## config.mk

```make
export PLATFORM = sky130hd
export DESIGN_NAME = tnd_div
export DESIGN_NICKNAME = d
export VERILOG_FILES = /design/src/hw/rtl/tnd_div.sv
export SDC_FILE = /design/constraint.sdc
export NUM_CORES = 2
export LEC_CHECK = 0
export BUFFER_PORTS_ARGS = -buffer_cell sky130_fd_sc_hd__buf_2
export CAP_MARGIN = 40
export CORE_MARGIN = 2
export CORE_UTILIZATION = 57
export DETAILED_ROUTE_END_ITERATION = 12
export PLACE_DENSITY = 0.76
export SLEW_MARGIN = 20
export SYNTH_ARGS = -nofsm -noshare
export SYNTH_HDL_FRONTEND = slang
export SYNTH_MEMORY_MAX_BITS = 65536
export SYNTH_SLANG_ARGS = --single-unit
export TNS_END_PERCENT = 1
```

## constraint.sdc

```tcl
create_clock -name clk -period 6.2 [get_ports clk]
set_clock_uncertainty 0.2 [all_clocks]
set_input_delay 1.24 -clock clk [delete_from_list [all_inputs] [get_ports clk]]
set_output_delay 1.24 -clock clk [all_outputs]
set_load 0.02 [all_outputs]
```

## src/hw/rtl/tnd_div.sv

```systemverilog
// Pipelined signed divider, one quotient bit per stage, saturating to 32 bits.
module tnd_div (
    input  logic               clk,
    input  logic               en,
    input  logic signed [63:0] num,
    input  logic        [30:0] den,
    output logic signed [31:0] quo
);

    localparam int STEPS = 32;

    logic [30:0] rem_reg  [STEPS+1];
    logic [30:0] rem_next [STEPS+1];
    logic [31:0] low_reg  [STEPS+1];
    logic [31:0] low_next [STEPS+1];
    logic [31:0] qt_reg   [STEPS+1];
    logic [31:0] qt_next  [STEPS+1];
    logic [30:0] den_reg  [STEPS+1];
    logic        neg_reg  [STEPS+1];
    logic        zero_reg [STEPS+1];
    logic        ovf_reg  [STEPS+1];

    logic [63:0]        mag;
    logic [31:0]        trial [STEPS+1];
    logic               ge    [STEPS+1];
    logic signed [31:0] quo_next;
    logic signed [31:0] quo_reg;

    always_comb
    begin
        mag = num[63] ? 64'(-num) : 64'(num);
        rem_next[0] = mag[62:32];
        low_next[0] = mag[31:0];
        qt_next[0]  = '0;
        trial[0]    = '0;
        ge[0]       = 1'b0;
        for (int k = 1; k <= STEPS; k++)
        begin
            trial[k]    = {rem_reg[k-1], low_reg[k-1][31]};
            ge[k]       = trial[k] >= {1'b0, den_reg[k-1]};
            rem_next[k] = ge[k] ? 31'(trial[k] - {1'b0, den_reg[k-1]}) : trial[k][30:0];
            low_next[k] = low_reg[k-1] << 1;
            qt_next[k]  = {qt_reg[k-1][30:0], ge[k]};
        end
    end

    always_ff @(posedge clk)
    begin
        if (en)
        begin
            rem_reg[0]  <= rem_next[0];
            low_reg[0]  <= low_next[0];
            qt_reg[0]   <= qt_next[0];
            den_reg[0]  <= den;
            neg_reg[0]  <= num[63];
            zero_reg[0] <= (mag == 64'd0);
            ovf_reg[0]  <= mag[63:32] >= {1'b0, den};
            for (int k = 1; k <= STEPS; k++)
            begin
                rem_reg[k]  <= rem_next[k];
                low_reg[k]  <= low_next[k];
                qt_reg[k]   <= qt_next[k];
                den_reg[k]  <= den_reg[k-1];
                neg_reg[k]  <= neg_reg[k-1];
                zero_reg[k] <= zero_reg[k-1];
                ovf_reg[k]  <= ovf_reg[k-1];
            end
            quo_reg <= quo_next;
        end
    end

    // A quotient that does not fit in 32 bits, or a zero divisor, saturates by sign.
    always_comb
    begin
        if (zero_reg[STEPS])
        begin
            quo_next = '0;
        end
        else if (ovf_reg[STEPS])
        begin
            quo_next = neg_reg[STEPS] ? 32'sh8000_0000 : 32'sh7FFF_FFFF;
        end
        else if (!neg_reg[STEPS])
        begin
            quo_next = qt_reg[STEPS][31] ? 32'sh7FFF_FFFF : $signed(qt_reg[STEPS]);
        end
        else
        begin
            quo_next = (qt_reg[STEPS] > 32'h8000_0000) ? 32'sh8000_0000
                                                       : $signed(32'(-qt_reg[STEPS]));
        end
    end

    assign quo = quo_reg;

endmodule

```

==> impl_metrics.json <==
{
  "status": "complete, no violations",
  "drv_cap": 0,
  "die_width_um": 533,
  "start_util_pct": 57.2,
  "antenna_found_initial": 14,
  "cts_setup_buffers": 0,
  "slew_violations": 0,
  "setup_violations": 0,
  "crit_path_start_kind": "primary input",
  "layout_setup_ws_ns": 0.916,
  "min_to": "qt_reg[2][106]",
  "finalHoldViolCount": 0,
  "ys_top_cells_by_area": "edfxtp_1 (60%), ha_1 (8.0%), xnor2_1 (3.0%), inv_1 (3.0%), a21oi_1 (2.8%)",
  "htree_levels": 5,
  "synth_edf_count": 3171,
  "synth.cell_area_um2": 160000,
  "cts_buffers": 331,
  "yosys-top-cells-count": "edfxtp_1 (3,171), inv_1 (1,272), ha_1 (1,026)",
  "yosysTopAreaCellShare_pct": 59.6,
  "ff_latch_area_um2": 95200,
  "cts_hold_buf": 0,
  "dieArea_um2": 285000,
  "wl_mm": 382,
  "layout-drive-gt1-share_pct": 9.44,
  "post-route-drc-count": 0,
  "critPathMaxFanout": 3,
  "cts.path.max_buffers": 4,
  "vdd_drop_max_mv": 0.295,
  "criticalPathCategory": "in2reg",
  "yosysTopAreaCell": "edfxtp_1",
  "nNetsFinal": 14500,
  "fin_crit_sh_pct": 85.2,
  "synthDistinctLibCells": 95,
  "avgSynthCellArea_um2": 12.3,
  "dr.first_iter.drc_count": 8341,
  "antenna_left": 0,
  "synth-seq-cells": 3171,
  "async_flop_share_pct": 0,
  "io_pins": 129,
  "tightest_slew_ns": 1.14,
  "clk_pin_slew_ns": 0.07,
  "die_h_um": 533,
  "cts_tree": "built",
  "port_buffers": 128,
  "clk_latency_ns": 0.95,
  "core_area_um2": 279000,
  "min_path_type": "reg2reg",
  "gp_congestion": 0.966,
  "dpl_cell_area_um2": 166000,
  "clockRootBuffer": "clkbuf_16",
  "p_leak_nw": 69.9,
  "synth_most_common_cell": "edfxtp_1",
  "final.fill_count": 20400,
  "area_growth_pct": 10.6,
  "ys_seq_area_share_pct": 59.6,
  "grt_pass1_wl_mm": 584,
  "dp_slack_ns": 0.0321,
  "worstHoldStart": "qt_reg[2][73]",
  "ff2ff_setup_slack_ns": 1.27,
  "vias_per_cell": 5.95,
  "grt_pass1_vias": 104000,
  "cts_sinks": 3171,
  "yosys_warnings": 0,
  "holdPathStages": 0,
  "fin_util_pct": 63.3,
  "multiInputGateArea_um2": 59000,
  "grt_usage_pct": 26.3,
  "std_cell_rows": 194,
  "worstPathArrival_ns": 5.74,
  "wl_per_cell_um": 22.0,
  "grt_max_degree": 193,
  "synth_fp_nets": 14100,
  "design_area_um2": 177000,
  "rsz0062_at_grt": "no",
  "ff2ff_path_depth": 13,
  "p_per_area_nw_per_um2": 524,
  "crit_path_end_kind": "flop",
  "timing.rr.start": "den_reg[0][682]",
  "synthCells": 13000,
  "post_layout_nonfiller_instances": 17400,
  "hold_ws_ns": 0.163,
  "r2r-end": "rem_reg[0][716]",
  "vias": 103000,
  "cts_resized": 0,
  "relSlewSlack_pct": 23.9,
  "crit_required_ns": 6.65,
  "fmax_mhz": 189,
  "period_needed_ns": 5.28,
  "ys.flop_type": "edfxtp_1",
  "dp.cells": 16700,
  "overflow": 0,
  "dr.pass1.iters": 7,
  "hpwl_mm": 281
}
[kinds of logic after synthesis]
group | count (synthesis) | share of synthesized area (%)
AO/OA/AOI/OAI | 3130 | 12.2
XOR/XNOR | 880 | 4.82
adder cells (fa/ha/maj) | 1057 | 8.42
buffers and inverters | 1514 | 3.58
flip-flops | 3171 | 59.6
multiplexers | 437 | 3.04
AND/OR/NAND/NOR | 2771 | 8.30
[per-layer routing]
metal / GRT usage (%) / vias up / wire length (um)
li1: - / 48700 / -
met1: 29.4 / 50200 / 142000
met2: 47.9 / 3293 / 197000
met3: 3.20 / 1101 / 17100
met4: 15.4 / 4 / 25400
met5: 0 / - / 32
[stage by stage]
| stage | setup TNS, ns | total power, mW |
|---|---|---|
| 4_1_cts | 0 | 92.3 |
| 3_3_place_gp | -0.0592 | 70.5 |
| 3_5_place_dp | 0 | 72.0 |
| 5_1_grt | 0 | 97.9 |
| 2_1_floorplan | 0 | 61.6 |
| 6_report | 0 | 92.5 |
[power by group]
group          switching, mW  internal [mW]  leakage, nW
registers               2.85           30.7         31.1
clock network           8.31           11.6         5.22
logic                   22.3           16.7         33.6
[worst max-delay path: stages]
cell,delay (ns)
buf_2,0.12
nor3_1,0.62
buf_4,0.21
and4_1,0.32
nand3_4,0.10
or2_2,0.29
o21ai_0,0.20
xnor2_1,0.22
inv_1,0.11
ha_1,0.28
nand2b_1,0.14
a21o_1,0.19
a21o_1,0.18
a21o_1,0.17
a21o_1,0.17
a21oi_1,0.15
o21ai_0,0.10
nand3_1,0.10
a21oi_1,0.15
buf_4,0.18
or4_1,0.49
[cells in the final DEF (no fill, tap or decap), drive strengths merged, types with 152 or more instances in the layout]
cell and instances:
a21o 364, a21oi 897, buf 294, clkbuf 389, edfxtp 3171, ha 1026
inv 1283, mux2 387, nand2 906, nand3 170, nand4 154, nor2 683
nor3 176, o21a 152, o21ai 877, xnor2 553, xor2 327
[worst max-delay path by stage]
stage | cells past startpoint | from | to
after floorplan | 18 | num[7] | ovf_reg[0][0]
after global placement | 21 | num[21] | ovf_reg[0][0]
after detailed placement | 21 | num[21] | ovf_reg[0][0]
after CTS | 21 | num[21] | ovf_reg[0][0]
after global routing | 21 | num[21] | ovf_reg[0][0]
final | 21 | num[21] | ovf_reg[0][0]
[final cells by class]
| cell class | instances | share of cell area (%) |
|---|---|---|
| clock buffers | 389 | 4.87 |
| inverters | 1273 | 2.70 |
| well taps | 3724 | 2.64 |
| diodes | 30 | 0.0425 |
| multi-input cells | 8275 | 33.4 |
| clock inverters | 205 | 1.22 |
| repair buffers | 295 | 1.27 |
| flip-flops and latches | 3171 | 53.9 |
Note: power is estimated with default switching activity, not from simulation.
